`src/rtl/sba_pkg.sv`:
```
// ----------------------------------------------------------------------------
// sba_pkg: shared types and constants for the stretch-between-anchors core
// Register indexes, scale defaults and the divider request/response structs.
// ----------------------------------------------------------------------------
package sba_pkg;

  localparam int unsigned CoordW = 16;
  localparam int unsigned WideW  = 32;

  localparam logic [2:0] RegViewX   = 3'd0;
  localparam logic [2:0] RegViewY   = 3'd1;
  localparam logic [2:0] RegLongScl = 3'd2;
  localparam logic [2:0] RegLatScl  = 3'd3;
  localparam logic [2:0] RegFlatten = 3'd4;

  localparam logic [15:0] ScaleReset = 16'd4096;

  // Unit operations
  localparam logic [0:0] OpDiv  = 1'b0;
  localparam logic [0:0] OpSqrt = 1'b1;

  typedef struct packed {
    logic        go;
    logic [0:0]  op;
    logic [31:0] num;   // two's complement for divide, unsigned for sqrt
    logic [15:0] den;
  } unit_req_t;

  typedef struct packed {
    logic        done;
    logic        zero_den;
    logic [31:0] res;
  } unit_rsp_t;

endpackage

```
`src/rtl/sba_unit.sv`:
```
// ----------------------------------------------------------------------------
// sba_unit: shared bit-serial divide / square-root unit
// Signed 32 by unsigned 16 truncating divide, or 32-bit integer square root,
// one result bit per cycle, from one dividend bit (divide) or two radicand bits (sqrt).
// ----------------------------------------------------------------------------
module sba_unit (
  input  logic              clk_i,
  input  logic              rst_ni,
  input  sba_pkg::unit_req_t req_i,
  output sba_pkg::unit_rsp_t rsp_o
);

  logic        busy_q, busy_d;
  logic [0:0]  op_q, op_d;
  logic [5:0]  cnt_q, cnt_d;
  logic [31:0] rem_q, rem_d;      // divide remainder / sqrt remainder
  logic [31:0] quo_q, quo_d;      // quotient / root
  logic [31:0] src_q, src_d;      // dividend magnitude / radicand, shifted out msb first
  logic [15:0] den_q, den_d;
  logic        neg_q, neg_d;
  logic        done_q, done_d;
  logic        zero_q, zero_d;

  logic [32:0] dtrial;
  logic [33:0] strial;
  logic [31:0] drem;
  logic [33:0] srem;
  logic [31:0] mag;

  always_comb begin
    mag    = req_i.num[31] ? (~req_i.num + 32'd1) : req_i.num;
    drem   = {rem_q[30:0], src_q[31]};
    dtrial = {1'b0, drem} - {17'd0, den_q};
    srem   = {rem_q, src_q[31:30]};
    strial = srem - {quo_q, 2'b01};

    busy_d = busy_q;
    op_d   = op_q;
    cnt_d  = cnt_q;
    rem_d  = rem_q;
    quo_d  = quo_q;
    src_d  = src_q;
    den_d  = den_q;
    neg_d  = neg_q;
    done_d = 1'b0;
    zero_d = zero_q;

    if (!busy_q && req_i.go) begin
      op_d  = req_i.op;
      den_d = req_i.den;
      rem_d = '0;
      quo_d = '0;
      if (req_i.op == sba_pkg::OpDiv) begin
        src_d  = mag;
        neg_d  = req_i.num[31];
        cnt_d  = 6'd32;
        zero_d = (req_i.den == 16'd0);
      end else begin
        src_d  = req_i.num;
        neg_d  = 1'b0;
        cnt_d  = 6'd16;
        zero_d = 1'b0;
      end
      busy_d = 1'b1;
    end else if (busy_q) begin
      if (op_q == sba_pkg::OpDiv) begin
        src_d = {src_q[30:0], 1'b0};
        if (!dtrial[32]) begin
          rem_d = dtrial[31:0];
          quo_d = {quo_q[30:0], 1'b1};
        end else begin
          rem_d = drem;
          quo_d = {quo_q[30:0], 1'b0};
        end
      end else begin
        src_d = {src_q[29:0], 2'b00};
        if (!strial[33]) begin
          rem_d = strial[31:0];
          quo_d = {quo_q[30:0], 1'b1};
        end else begin
          rem_d = srem[31:0];
          quo_d = {quo_q[30:0], 1'b0};
        end
      end
      cnt_d = cnt_q - 6'd1;
      if (cnt_q == 6'd1) begin
        busy_d = 1'b0;
        done_d = 1'b1;
      end
    end
  end

  always_ff @(posedge clk_i or negedge rst_ni) begin
    if (!rst_ni) begin
      busy_q <= 1'b0;
      done_q <= 1'b0;
      cnt_q  <= '0;
    end else begin
      busy_q <= busy_d;
      done_q <= done_d;
      cnt_q  <= cnt_d;
    end
  end

  always_ff @(posedge clk_i) begin
    op_q   <= op_d;
    rem_q  <= rem_d;
    quo_q  <= quo_d;
    src_q  <= src_d;
    den_q  <= den_d;
    neg_q  <= neg_d;
    zero_q <= zero_d;
  end

  always_comb begin
    rsp_o.done     = done_q;
    rsp_o.zero_den = zero_q;
    if (zero_q) begin
      rsp_o.res = '0;
    end else if (neg_q) begin
      rsp_o.res = ~quo_q + 32'd1;
    end else begin
      rsp_o.res = quo_q;
    end
  end

endmodule

```
`src/rtl/stretch_between_anchors_transform_core.sv`:
```
// ----------------------------------------------------------------------------
// stretch_between_anchors_transform_core: two-point stretch / rotate transform
// Stores a first endpoint, then on the second endpoint computes stretch and
// across terms with one shared iterative divide / square-root unit.
// ----------------------------------------------------------------------------
// Channel   | Handshake            | Word
// ----------+----------------------+-------------------------------------------
// command   | start / busy         | kind, anchor, offset, depth, object pos
// result    | done_o strobe        | stretch, across, move, mean depth, fault
// config    | cfg_valid_i/ready_o  | cfg_index_i, cfg_data_i
//
// Sequence: a kind 0 word is taken, gives no result and leaves busy low. A
// kind 1 word holds busy through a prep state, a square root (issue, 16
// steps, done) and five divides (issue, 32 steps, done each), all on the one
// shared unit. The result strobe comes in the same cycle as busy drops.
// Reset clears the sequencer, the registers to their reset values and the
// stored first point to zero. Results show for one cycle on done_o; the
// receiver cannot stall, so nothing backs up.
// ----------------------------------------------------------------------------
module stretch_between_anchors_transform_core (
  input  logic               clk_i,
  input  logic               rst_ni,
  input  logic               start,
  output logic               busy,
  input  logic               kind_i,
  input  logic signed [15:0] anchor_x_i,
  input  logic signed [15:0] anchor_y_i,
  input  logic signed [15:0] anchor_z_i,
  input  logic signed [15:0] offset_x_i,
  input  logic signed [15:0] offset_y_i,
  input  logic signed [15:0] offset_z_i,
  input  logic signed [15:0] effect_depth_i,
  input  logic signed [15:0] object_x_i,
  input  logic signed [15:0] object_y_i,
  input  logic signed [15:0] object_z_i,
  input  logic               cfg_valid_i,
  output logic               cfg_ready_o,
  input  logic [2:0]         cfg_index_i,
  input  logic [15:0]        cfg_data_i,
  output logic               done_o,
  output logic signed [31:0] stretch_x_o,
  output logic signed [31:0] stretch_y_o,
  output logic signed [31:0] stretch_depth_o,
  output logic signed [31:0] across_x_o,
  output logic signed [31:0] across_y_o,
  output logic signed [16:0] move_x_o,
  output logic signed [16:0] move_y_o,
  output logic signed [16:0] move_z_o,
  output logic signed [15:0] mean_depth_o,
  output logic               divide_fault_o
);

  localparam logic [3:0] StIdle  = 4'd0;
  localparam logic [3:0] StPrep  = 4'd1;
  localparam logic [3:0] StSq    = 4'd2;
  localparam logic [3:0] StSqrt  = 4'd3;
  localparam logic [3:0] StDiv0  = 4'd4;
  localparam logic [3:0] StDiv1  = 4'd5;
  localparam logic [3:0] StDiv2  = 4'd6;
  localparam logic [3:0] StDiv3  = 4'd7;
  localparam logic [3:0] StDiv4  = 4'd8;
  localparam logic [3:0] StWait  = 4'd9;

  // Configuration registers
  logic [15:0] vx_q, vy_q, lscl_q, ascl_q;
  logic        flat_q;

  // Stored first point
  logic signed [15:0] fx_q, fy_q, fz_q, fb_q;

  // Second item, latched
  logic signed [15:0] px_q, py_q, pz_q, pb_q, ox_q, oy_q, oz_q;

  // Working values
  logic [3:0]         st_q, st_d, ret_q, ret_d;
  logic signed [16:0] dx_q, dy_q, dz_q;
  logic [31:0]        len_q, nx_q, ny_q;
  logic [31:0]        r0_q, r1_q, r2_q, r3_q, r4_q;
  logic               fault_q;
  logic               done_q;

  sba_pkg::unit_req_t req;
  sba_pkg::unit_rsp_t rsp;

  sba_unit u_unit (
    .clk_i (clk_i),
    .rst_ni(rst_ni),
    .req_i (req),
    .rsp_o (rsp)
  );

  logic accept;
  assign accept      = start && !busy;
  assign busy        = (st_q != StIdle);
  assign cfg_ready_o = 1'b1;

  // Point combine for the incoming word
  logic signed [15:0] in_px, in_py, in_pz;
  assign in_px = anchor_x_i + offset_x_i;
  assign in_py = anchor_y_i + offset_y_i;
  assign in_pz = anchor_z_i + offset_z_i;

  // Flatten adjustments and projected depths
  logic signed [15:0] efz, epz, efb, epb, d1, d2, t1, t2;
  logic signed [15:0] sx1, sx2, sy1, sy2;
  always_comb begin
    efz = flat_q ? 16'sd0 : fz_q;
    epz = flat_q ? 16'sd0 : pz_q;
    efb = flat_q ? fb_q + 16'sd64 : fb_q;
    epb = flat_q ? pb_q + 16'sd64 : pb_q;
    // 16*(256-y) wraps into 16 bits
    t1  = efb + ((16'sd256 - fy_q) <<< 4);
    t2  = epb + ((16'sd256 - py_q) <<< 4);
    d1  = t1[15] ? 16'sd0 : t1;
    d2  = t2[15] ? 16'sd0 : t2;
    sx1 = fx_q - vx_q;
    sx2 = px_q - vx_q;
    sy1 = fy_q - efz - vy_q;
    sy2 = py_q - epz - vy_q;
  end

  // Products, combinational from the held differences
  logic signed [33:0] dx2, dy2;
  logic signed [33:0] nxp, nyp;
  logic [31:0]        sq_sum;
  assign dx2    = dx_q * dx_q;
  assign dy2    = dy_q * dy_q;
  assign nxp    = -(dy_q * $signed({1'b0, ascl_q}));
  assign nyp    = dx_q * $signed({1'b0, ascl_q});
  // Squared length wraps to 32 bits; feed it straight to the sqrt request
  assign sq_sum = dx2[31:0] + dy2[31:0];

  always_comb begin
    st_d    = st_q;
    ret_d   = ret_q;
    req.go  = 1'b0;
    req.op  = sba_pkg::OpDiv;
    req.num = '0;
    req.den = lscl_q;
    unique case (st_q)
      StIdle: begin
        if (accept && kind_i) begin
          st_d = StPrep;
        end
      end
      StPrep:  st_d = StSq;
      StSq: begin
        req.go  = 1'b1;
        req.op  = sba_pkg::OpSqrt;
        req.num = sq_sum;
        st_d    = StWait;
        ret_d   = StDiv0;
      end
      StDiv0: begin
        req.go  = 1'b1;
        req.num = {{3{dx_q[16]}}, dx_q, 12'd0};
        st_d    = StWait;
        ret_d   = StDiv1;
      end
      StDiv1: begin
        req.go  = 1'b1;
        req.num = {{3{dy_q[16]}}, dy_q, 12'd0};
        st_d    = StWait;
        ret_d   = StDiv2;
      end
      StDiv2: begin
        req.go  = 1'b1;
        req.num = {{15{dz_q[16]}}, dz_q};
        st_d    = StWait;
        ret_d   = StDiv3;
      end
      StDiv3: begin
        req.go  = 1'b1;
        req.num = nx_q;
        req.den = len_q[15:0];
        st_d    = StWait;
        ret_d   = StDiv4;
      end
      StDiv4: begin
        req.go  = 1'b1;
        req.num = ny_q;
        req.den = len_q[15:0];
        st_d    = StWait;
        ret_d   = StIdle;
      end
      StWait: begin
        if (rsp.done) begin
          st_d = ret_q;
        end
      end
      default: st_d = StIdle;
    endcase
  end

  always_ff @(posedge clk_i or negedge rst_ni) begin
    if (!rst_ni) begin
      st_q    <= StIdle;
      ret_q   <= StIdle;
      done_q  <= 1'b0;
      vx_q    <= '0;
      vy_q    <= '0;
      lscl_q  <= sba_pkg::ScaleReset;
      ascl_q  <= sba_pkg::ScaleReset;
      flat_q  <= 1'b0;
      fx_q    <= '0;
      fy_q    <= '0;
      fz_q    <= '0;
      fb_q    <= '0;
      fault_q <= 1'b0;
    end else begin
      st_q   <= st_d;
      ret_q  <= ret_d;
      done_q <= (st_q == StWait) && rsp.done && (ret_q == StIdle);
      if (cfg_valid_i) begin
        unique case (cfg_index_i)
          sba_pkg::RegViewX:   vx_q   <= cfg_data_i;
          sba_pkg::RegViewY:   vy_q   <= cfg_data_i;
          sba_pkg::RegLongScl: lscl_q <= cfg_data_i;
          sba_pkg::RegLatScl:  ascl_q <= cfg_data_i;
          sba_pkg::RegFlatten: flat_q <= cfg_data_i[0];
          default: ;
        endcase
      end
      if (accept && !kind_i) begin
        fx_q <= in_px;
        fy_q <= in_py;
        fz_q <= in_pz;
        fb_q <= effect_depth_i;
      end
      if (st_q == StPrep) begin
        fault_q <= 1'b0;
      end else if (st_q == StWait && rsp.done && rsp.zero_den) begin
        fault_q <= 1'b1;
      end
    end
  end

  // Datapath registers
  always_ff @(posedge clk_i) begin
    if (accept && kind_i) begin
      px_q <= in_px;
      py_q <= in_py;
      pz_q <= in_pz;
      pb_q <= effect_depth_i;
      ox_q <= object_x_i;
      oy_q <= object_y_i;
      oz_q <= object_z_i;
    end
    if (st_q == StPrep) begin
      dx_q <= 17'(sx2) - 17'(sx1);
      dy_q <= 17'(sy2) - 17'(sy1);
      dz_q <= 17'(d2) - 17'(d1);
    end
    if (st_q == StSq) begin
      nx_q <= nxp[31:0];
      ny_q <= nyp[31:0];
    end
    if (st_q == StWait && rsp.done) begin
      unique case (ret_q)
        StDiv0:  len_q <= rsp.res;
        StDiv1:  r0_q  <= rsp.res;
        StDiv2:  r1_q  <= rsp.res;
        StDiv3:  r2_q  <= rsp.res;
        StDiv4:  r3_q  <= rsp.res;
        default: r4_q  <= rsp.res;
      endcase
    end
  end

  // Midpoints and mean depth, from held values
  logic signed [16:0] mx, my, mz, mb;
  logic signed [16:0] smx, smy, smz, smb;
  always_comb begin
    smx = 17'(px_q) + 17'(fx_q);
    smy = 17'(py_q) + 17'(fy_q);
    smz = 17'(epz) + 17'(efz);
    smb = 17'(epb) + 17'(efb);
    // truncate toward zero
    mx  = (smx + $signed({16'd0, smx[16]})) >>> 1;
    my  = (smy + $signed({16'd0, smy[16]})) >>> 1;
    mz  = (smz + $signed({16'd0, smz[16]})) >>> 1;
    mb  = (smb + $signed({16'd0, smb[16]})) >>> 1;
  end

  assign done_o          = done_q;
  assign stretch_x_o     = r0_q;
  assign stretch_y_o     = r1_q;
  assign stretch_depth_o = r2_q;
  assign across_x_o      = r3_q;
  assign across_y_o      = r4_q;
  assign move_x_o        = mx - 17'(ox_q);
  assign move_y_o        = my - 17'(oy_q);
  assign move_z_o        = mz - 17'(oz_q);
  assign mean_depth_o    = mb[15:0];
  assign divide_fault_o  = fault_q;

`ifndef NO_ASSERTIONS
  a_busy_on_kind1: assert property (@(posedge clk_i) disable iff (!rst_ni)
    (start && !busy && kind_i) |=> busy)
    else $error("kind 1 word did not start work");
  a_done_idle: assert property (@(posedge clk_i) disable iff (!rst_ni)
    done_o |-> !busy)
    else $error("result strobe while busy");
  a_done_pulse: assert property (@(posedge clk_i) disable iff (!rst_ni)
    done_o |=> !done_o)
    else $error("result strobe longer than one cycle");
`endif

endmodule

```
`config.mk`:
```
export PLATFORM = sky130hd
export DESIGN_NAME = stretch_between_anchors_transform_core
export DESIGN_NICKNAME = d
export VERILOG_FILES = /design/src/rtl/sba_pkg.sv /design/src/rtl/sba_unit.sv /design/src/rtl/stretch_between_anchors_transform_core.sv
export SDC_FILE = /design/constraint.sdc
export NUM_CORES = 2
export LEC_CHECK = 0
export BUFFER_PORTS_ARGS = -buffer_cell sky130_fd_sc_hd__buf_2
export CELL_PAD_IN_SITES_DETAIL_PLACEMENT = 0
export CELL_PAD_IN_SITES_GLOBAL_PLACEMENT = 1
export CORE_MARGIN = 2
export CORE_UTILIZATION = 50
export CTS_CLUSTER_SIZE = 12
export DETAILED_ROUTE_END_ITERATION = 10
export PLACE_DENSITY_LB_ADDON = 0.1
export REMOVE_ABC_BUFFERS = 1
export SLEW_MARGIN = 20
export SYNTH_ARGS = -nofsm -noshare
export SYNTH_HDL_FRONTEND = slang
export SYNTH_HIERARCHICAL = 1
export SYNTH_SLANG_ARGS = --single-unit
```
`constraint.sdc`:
```
create_clock -name clk_i -period 11.91 [get_ports clk_i]
set_input_delay 2.382 -clock clk_i [delete_from_list [all_inputs] [get_ports clk_i]]
set_output_delay 2.382 -clock clk_i [all_outputs]
set_load 0.01 [all_outputs]
```
=== Word-level counts from Yosys, hierarchy flattened ===
Index checks and enable logic that the tools add are counted.

* Output and inout port bits: 231
* Bits in registers: 665
* Input port bits: 184

* Reduce and logical (&&, ||, !) cells: 33
* Multiplexer cells: 38
* Add/subtract/negate cells: 36
* Multiply operators: 4
* Eq/ne operators: 20
* Bitwise logic cells: 3

{| class="wikitable"
|+ Operators with widths
! kind !! number
|-
| 2-to-1 mux 32 bit || 10
|-
| one-hot mux 32 bit (6 select lines) || 1
|-
| multiplier 17 x 17 -> 32 bit || 4
|-
| subtractor 16 bit || 6
|-
| subtractor 16 x 16 -> 17 bit || 5
|-
| adder 16 bit || 5
|-
| 2-to-1 mux 16 bit || 5
|-
| adder 16 x 16 -> 17 bit || 4
|-
| adder 17 x 2 -> 17 bit || 4
|-
| adder 32 x 1 -> 32 bit (second input constant) || 2
|-
| inverter 32 bit || 2
|-
| subtractor 34 bit || 1
|-
| subtractor 32 x 16 -> 33 bit || 1
|-
| adder 16 x 8 -> 16 bit (second input constant) || 2
|-
| adder 32 bit || 1
|-
| == test 4 x 3 -> 1 bit (second input constant) || 8
|-
| negation 32 bit || 1
|-
| 2-to-1 mux 15 bit || 2
|-
| one-hot mux 4 bit (6 select lines) || 1
|-
| AND reduction 2 bit || 12
|-
| subtractor 10 x 12 -> 12 bit (first input constant) || 2
|-
| 2-to-1 mux 6 bit || 3
|-
| zero test 16 bit || 1
|-
| one-hot mux 4 bit (4 select lines) || 1
|-
| other kinds (24) || 50
|}

=== Depth between registers and ports, before layout ===
* Depth after elaboration: 8
* Gate-level depth with buffers: 38
* Depth with buffers taken out: 36

=== By module ===
Netlist, hierarchy kept.

{| class="wikitable"
|+ By module, submodules not included
! module !! times used !! sequential area each (um^2) !! cells each !! area an instance (um^2)
|-
| stretch_between_anchors_transform_core || 1 || 15552.4 || 7392 || 73091.4
|-
| sba_unit || 1 || 3012.9 || 1184 || 9788.1
|}

=== Least setup slack after synthesis ===
OpenSTA, ideal clock, no wires.

* Kind: flip-flop to flip-flop
* From: register dy_q[16]
* To: register u_unit.src_q[14] (data pin)
* Arrival time: 8356 ps
* Clock period less this slack: 8623 ps
* Data required time: 11643 ps
* Buffers on the path: 4
* Library setup time: 267 ps
* Slack: 3287 ps
* Stages on the path, launching flop included: 34
* Path through: edfxtp_1 > clkbuf_1 > buf_1 > nand2_1 > inv_1 > fa_1 > fa_1 > inv_1 > fa_1 > inv_1 > fa_1 > fa_1 > fa_1 > fa_1 > inv_1 > fa_1 > inv_1 > ha_1 > a21o_1 > a21o_1 > a21oi_1 > nor2b_1 > a21oi_1 > a31oi_1 > o21ai_0 > xnor2_1 > o211ai_1 > nand2b_1 > clkbuf_1 > clkbuf_1 > nor2_1 > xor2_1 > nand2_1 > o21ai_0

{| class="wikitable"
|+ RTL lines
! element !! line !! text
|-
| start: declaration || stretch_between_anchors_transform_core.sv:76 || <nowiki>logic signed [16:0] dx_q, dy_q, dz_q;</nowiki>
|-
| start signal: assignment || stretch_between_anchors_transform_core.sv:251 || <nowiki>dy_q <= 17'(sy2) - 17'(sy1);</nowiki>
|-
| end signal: assignment || sba_unit.sv:109 || <nowiki>src_q <= src_d;</nowiki>
|-
| end: declaration || sba_unit.sv:18 || <nowiki>logic [31:0] src_q, src_d;</nowiki>
|}

==> run metrics <==
Worst-path clk slew=~0.06 ns; die height=between 400 and 500 um; multi-input logic area=57360 um^2; relative max-transition margin=between 10% and 20%; endpoints failing setup=0; status=finished, final reports clean; Arrival @ worst endpoint=10.15 ns; first-pass GRT wire length=~370000 um; Die Footprint=169000 um^2; layout cells sized above 1=a little under a tenth; vias in the first global route=between 60000 and 70000; Post-CTS Resized=0; family with the most delay on the worst path=adder cells; critical path depth=30; Antenna Nets Post-Route=0; number of fill cells in the layout=15114; reg2reg setup slack=approximately 2.2 ns; RSZ-0062 raised after global routing=false; TritonRoute pass-1 iters=8; post-synth top area cell=fa_1; CP Class=flip-flop to flip-flop; CP dominant cell by count=fa_1; Core Region=164800 um^2; largest net degree at the start of global routing=just under 70; Iteration-0 DRC Markers=slightly below 4000; CP bufs+invs=4; Starting Density=about half; Crit-path slowest cell=edfxtp_1; Setup Total Neg Slack=0 ns; fin crit share=81.52%; Synth Area per Inst=between 9 and 10 um^2; Slew Viols, Final=0; CP startpoint=dx_q[12]; hold_buf cts=0; Root Driver=clkbuf_16; commonest non-fill, non-tap cells in the layout=inv_1, fa_1, nand2_1; Post-Synthesis Cells=~8600; cells on worst reg2reg path=30; synth unique cells=about 120; async set or reset register ratio after synthesis=around 22%; Critical Path Fanout Max=22; clk_skew=roughly 0.044 ns; Vias=61121; RR Startpoint=dx_q[12]; clk sink count=approximately 660; Total Nets Final=around 11000; Final min period=9.709 ns; global route overflow=0; Register Area=roughly 19000 um^2; DP Wirelength=slightly below 200000 um; Clock Path Buffers=3; WL final=between 200000 and 250000 um; DRC Markers=0; initial antenna violation count=15; GRT Util Overall=between 20% and 30%; hold path startpoint=u_unit/quo_q[11]; top post-synthesis cells by area=fa_1, edfxtp_1, ha_1; Worst path max stage delay=roughly 1.1 ns; chip width=around 410 um; r2r endpoint=u_unit/src_q[27]; Startpoint Class=flip-flop; top-area cell type share of the netlist area=between 20 and 30%; Setup crit end=u_unit/src_q[27]; synthesized cell area=about 83000 um^2; Hold Path Class=flip-flop to flip-flop; port bufs=413; max_cap viols=0; Placement Rows=approximately 150; yosys warns=6; IO Pins=just over 400; Worst-Margin Slew=about 1.2 ns; Area Overhead vs Synth=9.010%; CTS Buf Count=around 80; DR WL/cell=~21 um; Setup Fix Bufs, Post-CTS=0; fmax=103.0 MHz; Seq/Total Area, Yosys=between 20 and 25%; Most used DFF post-synth=edfxtp_1; CTS H-Tree Depth=3; Crit. End Element=flip-flop; vias per cell=between 5 and 6; Required @ worst endpoint=between 10 and 15 ns; commonest non-fill, non-tap cell in the layout=inv_1; CTS tree=yes; Worst-Skew Late Latency=roughly 0.72 ns; routability congestion estimate=approximately 0.9; number of synthesized flops with an enable pin=453; synthesized flop and latch total=approximately 660; Fin. Hold Viols=0
==> registers in the layout, indices dropped and copies added, names as in the netlist, 17 cells and up <==
register,count
stretch_x_o,32
nx_q,32
dy_q,17
across_y_o,32
dx_q,17
across_x_o,32
ny_q,32
stretch_depth_o,32
u_unit/src_q,32
u_unit/quo_q,32
stretch_y_o,32
u_unit/rem_q,32
==> cell type report <==
cell class / instances / area share [%]
clock buffers: 121 / 2.604
flip-flops and latches: 664 / 20.55
clock inverters: 33 / 0.4598
diodes: 8 / 0.02216
well taps: 2189 / 3.032
repair buffers: 526 / 3.263
multi-input cells: 6037 / 63.49
inverters: 1583 / 6.578
==> metal layers <==
metal | GRT usage [%] | wire [um] | vias to the layer above
met5 | 0 | 38 | -
li1 | - | - | 28313
met4 | 9.120 | 7804 | 6
met3 | 4.026 | 13880 | 376
met1 | 39.02 | 104200 | 30765
met2 | 47.35 | 113700 | 1661
==> worst min-delay path by stage <==
stage | to | slack (ns) | cells after the start
floorplan | u_unit/quo_q[12] | 0.43 | 2
global placement | u_unit/quo_q[12] | 0.43 | 2
detailed placement | u_unit/quo_q[12] | 0.44 | 2
CTS | u_unit/quo_q[12] | 0.45 | 2
global route | u_unit/quo_q[18] | 0.48 | 2
finish | u_unit/quo_q[12] | 0.45 | 2
==> tightest hold or removal path, delay by kind of cell (launching register included) <==
family,cells,cell delay [ns]
flops,1,0.33
simple gates,1,0.05
compound gates,1,0.05
==> cell usage after synthesis (16+ instances only) <==
master,n
nand3_1,85
and2_1,428
o211ai_1,37
xnor2_1,416
clkbuf_1,270
mux2_2,65
and3_1,62
nor4_1,19
o22ai_1,17
inv_1,1580
nor2_1,323
a221oi_1,17
nand4_1,35
o21bai_1,42
o21a_1,52
a211oi_1,48
mux2i_1,62
o21ai_1,17
o21ai_0,261
dfxtp_1,64
ha_1,678
a211o_1,16
nand2_1,882
or2_2,27
xor2_1,165
a21boi_0,16
fa_1,1147
a31oi_1,25
nor2b_1,102
a21o_1,112
a21oi_1,297
o31ai_1,63
edfxtp_1,453
a22oi_1,26
or3_1,39
nand2b_1,86
dfrtp_1,145
nor3_1,110
==> cell families (layout without fill, tap and decap cells) <==
group	count (synthesis)	in the layout	share of synthesized area, %
AO/OA/AOI/OAI	1220	1220	9.754
XOR/XNOR	583	583	6.179
adder cells (fa/ha/maj)	1825	1825	37.94
buffers and inverters	1875	2263	8.537
flip-flops	664	664	22.40
multiplexers	128	128	1.646
other	1	9	0.004525
AND/OR/NAND/NOR	2280	2280	13.54
==> per-stage QoR <==
step / hold slack, ns / instance area, um^2 / utilization, % / setup slack (ns) / std cells
3_5_place_dp: 0.4414 / 87510 / 53.10 / 2.228 / 10997
5_1_grt: 0.4776 / 90330 / 54.81 / 1.635 / 11153
4_1_cts: 0.4499 / 90280 / 54.78 / 2.121 / 11151
6_report: 0.4542 / 90350 / 54.82 / 2.201 / 11161
2_1_floorplan: 0.4283 / 81750 / - / 2.997 / 8284
3_3_place_gp: 0.4334 / 87510 / 53.10 / 2.176 / 10997
Power is not shown: default switching activity piles up to over one toggle a cycle in this logic, so the estimate is an artifact.
